`src/hw/rtl/png_pkg.sv`:
```
// Shared widths, register indexes and reset values of the pink-noise generator.
`timescale 1ns / 1ps

package png_pkg;

  localparam int PNG_MAX_OCTAVES  = 16;
  localparam int PNG_SAMPLE_WIDTH = 16;

  localparam int HELD_W      = 16;
  localparam int GEN_W       = 32;
  localparam int GAIN_W      = 16;
  localparam int COUNT_W     = 5;
  localparam int FIRST_W     = 4;
  localparam int CFG_INDEX_W = 2;
  localparam int CFG_DATA_W  = 32;

  localparam logic [CFG_INDEX_W-1:0] REG_OCTAVE_COUNT = 2'd0;
  localparam logic [CFG_INDEX_W-1:0] REG_FIRST_OCTAVE = 2'd1;
  localparam logic [CFG_INDEX_W-1:0] REG_OUTPUT_GAIN  = 2'd2;
  localparam logic [CFG_INDEX_W-1:0] REG_SEED         = 2'd3;

  localparam logic [COUNT_W-1:0] OCTAVE_COUNT_RESET = 5'd8;
  localparam logic [FIRST_W-1:0] FIRST_OCTAVE_RESET = 4'd0;
  localparam logic [GAIN_W-1:0]  OUTPUT_GAIN_RESET  = 16'd1448;
  localparam logic [GEN_W-1:0]   SEED_RESET         = 32'd1;

endpackage

```
`src/hw/rtl/png_channels.sv`:
```
// Valid/ready channel interfaces for the tick input and the sample output.
`timescale 1ns / 1ps

interface png_tick_if;
  logic valid;
  logic ready;
  logic restart;

  modport source (output valid, output restart, input ready);
  modport sink (input valid, input restart, output ready);
endinterface

interface png_sample_if #(
  parameter int SAMPLE_WIDTH = 16
);
  logic                           valid;
  logic                           ready;
  logic signed [SAMPLE_WIDTH-1:0] sample;

  modport source (output valid, output sample, input ready);
  modport sink (input valid, input sample, output ready);
endinterface

```
`src/hw/rtl/pink_noise_generator_core.sv`:
```
// Voss-McCartney pink-noise generator core with a shared xorshift and accumulate sequencer.
`timescale 1ns / 1ps

//  Channel  Direction  Payload                   Beat
//  tick     in         restart (1 bit)           one per sample requested
//  noise    out        sample (SAMPLE_WIDTH, s)  one per accepted tick
//  cfg      in         cfg_index, cfg_data       one register write
//
//  A tick visits S_OCT for each active octave whose countdown is running, and S_OCT,
//  S_HELD and S_LOAD for each that reloads through the xorshift unit, then S_MUL to
//  multiply and S_RND to round. Ready is high only between ticks.
//  Reset is synchronous, clears the countdowns and output beat, and reseeds the generator.
//  A finished sample waits in the output register while the next tick is already taken.

module pink_noise_generator_core
  import png_pkg::*;
#(
  parameter int MAX_OCTAVES  = PNG_MAX_OCTAVES,
  parameter int SAMPLE_WIDTH = PNG_SAMPLE_WIDTH
) (
  input  logic                   clk,
  input  logic                   rst,
  input  logic                   cfg_we,
  input  logic [CFG_INDEX_W-1:0] cfg_index,
  input  logic [CFG_DATA_W-1:0]  cfg_data,
  png_tick_if.sink               tick,
  png_sample_if.source           noise
);

  localparam int IDX_W  = (MAX_OCTAVES > 1) ? $clog2(MAX_OCTAVES) : 1;
  localparam int SUM_W  = HELD_W + $clog2(MAX_OCTAVES) + 1;
  localparam int PROD_W = SUM_W + GAIN_W + 1;
  localparam int SHIFT  = GEN_W - SAMPLE_WIDTH;
  localparam int BITS_W = 6;

  localparam logic signed [PROD_W-1:0] ROUND_HALF =
    {{(PROD_W - SHIFT){1'b0}}, 1'b1, {(SHIFT - 1){1'b0}}};
  localparam logic signed [PROD_W-1:0] SAT_HI =
    {{(PROD_W - SAMPLE_WIDTH + 1){1'b0}}, {(SAMPLE_WIDTH - 1){1'b1}}};
  localparam logic signed [PROD_W-1:0] SAT_LO = ~SAT_HI;

  localparam logic [2:0] S_IDLE = 3'd0;
  localparam logic [2:0] S_OCT  = 3'd1;
  localparam logic [2:0] S_HELD = 3'd2;
  localparam logic [2:0] S_LOAD = 3'd3;
  localparam logic [2:0] S_MUL  = 3'd4;
  localparam logic [2:0] S_RND  = 3'd5;

  logic [2:0]             state;
  logic [IDX_W-1:0]       idx;
  logic [IDX_W-1:0]       last_idx;
  logic [IDX_W-1:0]       last_idx_next;
  logic [GEN_W-1:0]       gen;
  logic [MAX_OCTAVES-1:0] cd_valid;
  logic                   out_valid;

  logic [COUNT_W-1:0] octave_count;
  logic [FIRST_W-1:0] first_octave;
  logic [GAIN_W-1:0]  output_gain;
  logic [GEN_W-1:0]   seed;

  logic [GEN_W-1:0]               countdown [MAX_OCTAVES];
  logic signed [HELD_W-1:0]       held_value [MAX_OCTAVES];
  logic signed [SUM_W-1:0]        sum;
  logic signed [PROD_W-1:0]       prod;
  logic signed [SAMPLE_WIDTH-1:0] sample_q;

  logic [GEN_W-1:0]               cd_cur;
  logic [GEN_W-1:0]               gen_step;
  logic [BITS_W-1:0]              bits;
  logic [GEN_W-1:0]               mask;
  logic [GEN_W-1:0]               rnd_masked;
  logic signed [SUM_W-1:0]        sum_add;
  logic signed [PROD_W-1:0]       rounded;
  logic signed [PROD_W-1:0]       shifted;
  logic signed [SAMPLE_WIDTH-1:0] sat_value;
  logic [COUNT_W:0]               n_req;
  logic                           tick_take;
  logic                           last_oct;
  logic                           out_load;

  function automatic logic [GEN_W-1:0] xorshift(input logic [GEN_W-1:0] x);
    logic [GEN_W-1:0] a;
    logic [GEN_W-1:0] b;
    a = x ^ (x << 13);
    b = a ^ (a >> 17);
    return b ^ (b << 5);
  endfunction

  assign tick.ready   = (state == S_IDLE);
  assign tick_take    = tick.valid && (state == S_IDLE);
  assign noise.valid  = out_valid;
  assign noise.sample = sample_q;
  assign out_load     = (state == S_RND) && (!out_valid || noise.ready);

  always_comb begin
    n_req = {1'b0, octave_count};
    if (n_req == '0) begin
      last_idx_next = '0;
    end else if (n_req > (COUNT_W + 1)'(MAX_OCTAVES)) begin
      last_idx_next = IDX_W'(MAX_OCTAVES - 1);
    end else begin
      last_idx_next = IDX_W'(n_req - (COUNT_W + 1)'(1));
    end
  end

  always_comb begin
    cd_cur     = cd_valid[idx] ? countdown[idx] : '0;
    gen_step   = xorshift(gen);
    bits       = BITS_W'(first_octave) + BITS_W'(idx) + BITS_W'(1);
    mask       = (bits >= BITS_W'(GEN_W)) ? '1 : ((GEN_W'(1) << bits[4:0]) - GEN_W'(1));
    rnd_masked = gen_step & mask;
    sum_add    = sum + SUM_W'(held_value[idx]);
    last_oct   = (idx == last_idx);
    rounded    = prod + ROUND_HALF;
    shifted    = rounded >>> SHIFT;
    if (shifted > SAT_HI) begin
      sat_value = SAT_HI[SAMPLE_WIDTH-1:0];
    end else if (shifted < SAT_LO) begin
      sat_value = SAT_LO[SAMPLE_WIDTH-1:0];
    end else begin
      sat_value = shifted[SAMPLE_WIDTH-1:0];
    end
  end

  always_ff @(posedge clk) begin
    if (rst) begin
      state        <= S_IDLE;
      idx          <= '0;
      last_idx     <= '0;
      gen          <= SEED_RESET;
      cd_valid     <= '0;
      out_valid    <= 1'b0;
      octave_count <= OCTAVE_COUNT_RESET;
      first_octave <= FIRST_OCTAVE_RESET;
      output_gain  <= OUTPUT_GAIN_RESET;
      seed         <= SEED_RESET;
    end else begin
      if (cfg_we) begin
        case (cfg_index)
          REG_OCTAVE_COUNT: octave_count <= cfg_data[COUNT_W-1:0];
          REG_FIRST_OCTAVE: first_octave <= cfg_data[FIRST_W-1:0];
          REG_OUTPUT_GAIN:  output_gain  <= cfg_data[GAIN_W-1:0];
          REG_SEED:         seed         <= cfg_data[GEN_W-1:0];
          default: ;
        endcase
      end
      if (out_load) begin
        out_valid <= 1'b1;
      end else if (noise.ready) begin
        out_valid <= 1'b0;
      end
      case (state)
        S_IDLE: begin
          if (tick.valid) begin
            idx      <= '0;
            last_idx <= last_idx_next;
            if (tick.restart) begin
              cd_valid <= '0;
              gen      <= (seed == '0) ? GEN_W'(1) : seed;
            end
            state <= S_OCT;
          end
        end
        S_OCT: begin
          if (cd_cur == '0) begin
            state <= S_HELD;
          end else if (last_oct) begin
            state <= S_MUL;
          end else begin
            idx <= idx + IDX_W'(1);
          end
        end
        S_HELD: begin
          gen   <= gen_step;
          state <= S_LOAD;
        end
        S_LOAD: begin
          gen           <= gen_step;
          cd_valid[idx] <= 1'b1;
          if (last_oct) begin
            state <= S_MUL;
          end else begin
            idx   <= idx + IDX_W'(1);
            state <= S_OCT;
          end
        end
        S_MUL: begin
          state <= S_RND;
        end
        S_RND: begin
          if (out_load) begin
            state <= S_IDLE;
          end
        end
        default: begin
          state <= S_IDLE;
        end
      endcase
    end
  end

  always_ff @(posedge clk) begin
    if (tick_take) begin
      sum <= '0;
    end
    case (state)
      S_OCT: begin
        if (cd_cur != '0) begin
          sum            <= sum_add;
          countdown[idx] <= cd_cur - GEN_W'(1);
        end
      end
      S_HELD: begin
        held_value[idx] <= gen_step[GEN_W-1 -: HELD_W];
      end
      S_LOAD: begin
        sum            <= sum_add;
        countdown[idx] <= (rnd_masked == '0) ? '0 : (rnd_masked - GEN_W'(1));
      end
      S_MUL: begin
        prod <= sum * $signed({1'b0, output_gain});
      end
      default: ;
    endcase
    if (out_load) begin
      sample_q <= sat_value;
    end
  end

endmodule

```
`src/flat_wrapper.sv`:
```
// flat-port wrapper written by rule: the top's interface ports become plain ports
module pink_noise_generator_core_flat import png_pkg::*;
#(
  parameter int MAX_OCTAVES  = PNG_MAX_OCTAVES,
  parameter int SAMPLE_WIDTH = PNG_SAMPLE_WIDTH
)
  (clk, rst, cfg_we, cfg_index, cfg_data, tick_valid, tick_restart, tick_ready, noise_valid, noise_sample, noise_ready);
  png_tick_if tick_i ();
  png_sample_if #(.SAMPLE_WIDTH(SAMPLE_WIDTH)) noise_i ();
  input  logic clk;
  input  logic rst;
  input  logic cfg_we;
  input  logic [CFG_INDEX_W-1:0] cfg_index;
  input  logic [CFG_DATA_W-1:0] cfg_data;
  input wire logic [$bits(tick_i.valid)-1:0] tick_valid;
  input wire logic [$bits(tick_i.restart)-1:0] tick_restart;
  output wire logic [$bits(tick_i.ready)-1:0] tick_ready;
  output wire logic [$bits(noise_i.valid)-1:0] noise_valid;
  output wire logic [$bits(noise_i.sample)-1:0] noise_sample;
  input wire logic [$bits(noise_i.ready)-1:0] noise_ready;
  assign tick_i.valid = tick_valid;
  assign tick_i.restart = tick_restart;
  assign tick_ready = tick_i.ready;
  assign noise_valid = noise_i.valid;
  assign noise_sample = noise_i.sample;
  assign noise_i.ready = noise_ready;
  pink_noise_generator_core #(.MAX_OCTAVES(MAX_OCTAVES), .SAMPLE_WIDTH(SAMPLE_WIDTH)) u_core (.clk(clk), .rst(rst), .cfg_we(cfg_we), .cfg_index(cfg_index), .cfg_data(cfg_data), .tick(tick_i), .noise(noise_i));
endmodule
```
`config.mk`:
```
export PLATFORM = sky130hd
export DESIGN_NAME = pink_noise_generator_core_flat
export DESIGN_NICKNAME = d
export VERILOG_FILES = /design/src/hw/rtl/png_pkg.sv /design/src/hw/rtl/png_channels.sv /design/src/hw/rtl/pink_noise_generator_core.sv /design/src/flat_wrapper.sv
export SDC_FILE = /design/constraint.sdc
export NUM_CORES = 2
export LEC_CHECK = 0
export BUFFER_PORTS_ARGS = -buffer_cell sky130_fd_sc_hd__clkbuf_2
export CAP_MARGIN = 5
export CELL_PAD_IN_SITES_DETAIL_PLACEMENT = 2
export CELL_PAD_IN_SITES_GLOBAL_PLACEMENT = 2
export CORE_UTILIZATION = 50
export CTS_CLUSTER_SIZE = 28
export DETAILED_ROUTE_END_ITERATION = 8
export GPL_ROUTABILITY_DRIVEN = 0
export GPL_TIMING_DRIVEN = 0
export MAX_ROUTING_LAYER = met4
export PLACE_DENSITY_LB_ADDON = 0.1
export SLEW_MARGIN = 25
export SYNTH_ARGS = -nofsm -noshare
export SYNTH_HDL_FRONTEND = slang
export SYNTH_SLANG_ARGS = --single-unit
export TNS_END_PERCENT = 10
```
`constraint.sdc`:
```
create_clock -name clk -period 17.22 [get_ports clk]
set_clock_uncertainty 0.05 [all_clocks]
set_input_delay 1.722 -clock clk [delete_from_list [all_inputs] [get_ports clk]]
set_output_delay 1.722 -clock clk [all_outputs]
set_load 0.005 [all_outputs]
```
==> metrics.yaml <==
grt_pass1_wl_um: 318000
synthArstFlopShare_pct: 0
syn_avg_cell_area_um2: 13.2
hold-worst-slack_ns: 0.435
antenna_found_initial: 19
syn2layout_area_growth_pct: 13.5
vias_per_cell: 6.84
stdcell_area_mm2: 0.0597
drv_slew: 0
grt_pass1_vias: 41500
worstPathMaxFanout: 10
port_buffers: 57
clockBufferDepth: 3
post_cts_buffers: 0
post_dp_cell_area_mm2: 0.0563
cp_slowest_cell: "fa_1"
tritoncts: "built"
setup_viol: 0
relSlewSlack_pct: 21.5
path_clk_slew_ns: 0.06
rsz0062_at_grt: "no"
final.setup.tns_ns: 0
yosys_warnings: 0
synth_edf_count: 807
critPathTopFamily: "adder cells"
p_leak_nw: 21.8
nets: 4702
ant_nets: 0
wl_per_cell_um: 39.6
end_kind: "flop"
drc: 0
syn_inst: 3981
syn-cell-area_mm2: 0.0526
synth_ff_type: "edfxtp_1"
num_vias: 38800
dpl.hpwl_um: 150000
layout_commonest_cell: "edfxtp_1"
slowest_delay_ns: 0.95
hold_viol: 0
dieArea_mm2: 0.107
arrival_ns: 9.31
yosysSeqAreaShare_pct: 51.4
rows: 118
synth_nets: 4483
ir_drop_mv: 0.159
status: "finished, final reports clean"
min_period_over_period_pct: 51.6
crit_buf_inv: 5
wirelength_um: 225000
fin_crit_ns: 8.88
insertion_delay_ns: 0.76
start_util_pct: 50.6
final_cell_mix: "807 x edfxtp_1, 473 x inv_1, 455 x nand2_1"
synth_seq_cells: 949
min_path_type: "reg2reg"
tightest_slew_ns: 1.17
cts_resized: 0
drt-initial-drc-count: 5204
synth.distinct_cells: 84
core_mm2: 0.104
grtUsageTotal_pct: 43.8
cts_inserted_buffers: 101
io_pins: 58
power_density_mw_per_mm2: 225
worstSetupPathType: "reg2reg"
maxCapViolCount: 0
die_w_um: 326
root_buffer: "clkbuf_16"
crit_required_ns: 17.65
cpMostUsedCell: "fa_1"
drive_gt1_share_pct: 15.2
cts_hold_buf: 0
critPathLaunchType: "flop"
cts.htree.levels: 3
gr-total-overflow: 0
max_freq_mhz: 113
cts_sinks: 949
path_cells: "clkbuf_1, clkbuf_1, nand2_1, inv_1, fa_1, fa_1, inv_1, fa_1, fa_1, fa_1, fa_1, inv_1, ha_1, nand2_1, o21ai_0, o31ai_1, a21oi_1, a41oi_1, o21ai_0, o21a_1, nor2_1, xnor2_1"
die_y_um: 326
dr.pass1.iters: 8
grt_max_degree: 24
## power by group
group | internal, mW | switching [mW]
logic | 2.46 | 4.93
clock network | 1.24 | 1.08
registers | 3.55 | 0.164
## final timing paths
check | start | end | slack, ns | depth (start not counted)
worst max-delay path | u_core.sum[20]$_DFF_P_ | u_core.prod[36]$_DFFE_PP_ | 8.34 | 22
worst min-delay path | u_core.seed[9]$_SDFFE_PP0P_ | u_core.seed[9]$_SDFFE_PP0P_ | 0.44 | 2
worst max register to register | u_core.sum[20]$_DFF_P_ | u_core.prod[36]$_DFFE_PP_ | 8.34 | 22
worst min register to register | u_core.seed[9]$_SDFFE_PP0P_ | u_core.seed[9]$_SDFFE_PP0P_ | 0.44 | 2
## kinds of logic (layout without fill, tap and decap cells)
logic type | Yosys count | after routing | share of synthesized area (%)
muxes | 252 | 252 | 10.2
AOI/OAI and AO/OA | 424 | 424 | 5.28
adders and majority gates | 462 | 462 | 15.8
DFF | 949 | 949 | 51.4
and+or+nand+nor | 1030 | 1030 | 9.03
buffers and inverters | 682 | 986 | 5.22
xor gates and xnor gates | 182 | 182 | 3.03
other | 0 | 10 | 0
## through the flow
step	power [mW]	worst slack, ns	std cells	utilization, %
global placement	9.64	8.04	5418	52.6
detailed placement	10.6	8.84	5475	54.1
floorplan	7.88	10.65	3981	-
global route	13.9	8.17	5674	57.5
finish	13.4	8.34	5675	57.5
CTS	13.2	8.52	5663	57.3
## cells in the mapped netlist (all sizes together), types with 10 or more instances
cell type | number | area [µm²]
nor2 | 206 | 773
buf | 55 | 389
and3 | 16 | 100
a221oi | 31 | 284
a31oi | 26 | 163
mux4 | 229 | 5160
nor3 | 78 | 395
xnor2 | 111 | 972
nand2b | 13 | 81.3
and2 | 136 | 851
fa | 335 | 6710
inv | 473 | 1780
nor4 | 19 | 131
ha | 127 | 1590
mux2i | 22 | 220
dfxtp | 142 | 2840
xor2 | 71 | 622
nor2b | 16 | 100
a21oi | 122 | 611
o21a | 20 | 150
a211oi | 10 | 80.1
nand3 | 36 | 185
o211ai | 14 | 105
nand2 | 455 | 1710
o21ai | 72 | 360
a22oi | 18 | 135
a21o | 13 | 97.6
edfxtp | 807 | 24200
o22ai | 25 | 156
nand4 | 13 | 81.3
clkbuf | 154 | 582
## area by class of cell
type	instances	area, µm²
Fill cell	9305	44200
Sequential cell	949	27100
Multi-Input combinational cell	2350	23400
Clock buffer	129	2720
Inverter	473	1780
Tap cell	1380	1730
Timing Repair Buffer	116	1440
Buffer	209	985
Clock inverter	59	598
Antenna cell	10	25.0
## sequential cells by signal (all words and copies together) (netlist names), 5 cells and up, named ones only
| name | cells |
|---|---|
| u_core.countdown | 512 |
| u_core.held_value | 256 |
| u_core.gen | 32 |
| u_core.seed | 32 |
| u_core.prod | 23 |
| u_core.sum | 21 |
| u_core.cd_valid | 16 |
| u_core.noise.sample | 16 |
| u_core.output_gain | 16 |
| u_core.octave_count | 5 |
## worst reg2reg max path: stages, from the launching register on
cell and delay [ns]:
dfxtp_1 0.32, clkbuf_1 0.53, clkbuf_1 0.67, nand2_1 0.29, inv_1 0.19, fa_1 0.55
fa_1 0.96, inv_1 0.22, fa_1 0.57, fa_1 0.58, fa_1 0.44, fa_1 0.50
inv_1 0.04, ha_1 0.36, nand2_1 0.08, o21ai_0 0.32, o31ai_1 0.14, a21oi_1 0.62
a41oi_1 0.32, o21ai_0 0.50, o21a_1 0.20, nor2_1 0.06, xnor2_1 0.12
## layer usage
metal	global-route usage (%)	vias to the layer above	wire, µm
met1	54.8	20500	81400
met5	-	-	0
met4	22.8	0	14900
met2	68.7	3004	106000
met3	7.67	880	21900
li1	-	14500	-
No activity file was read; power rests on OpenSTA's default activity.
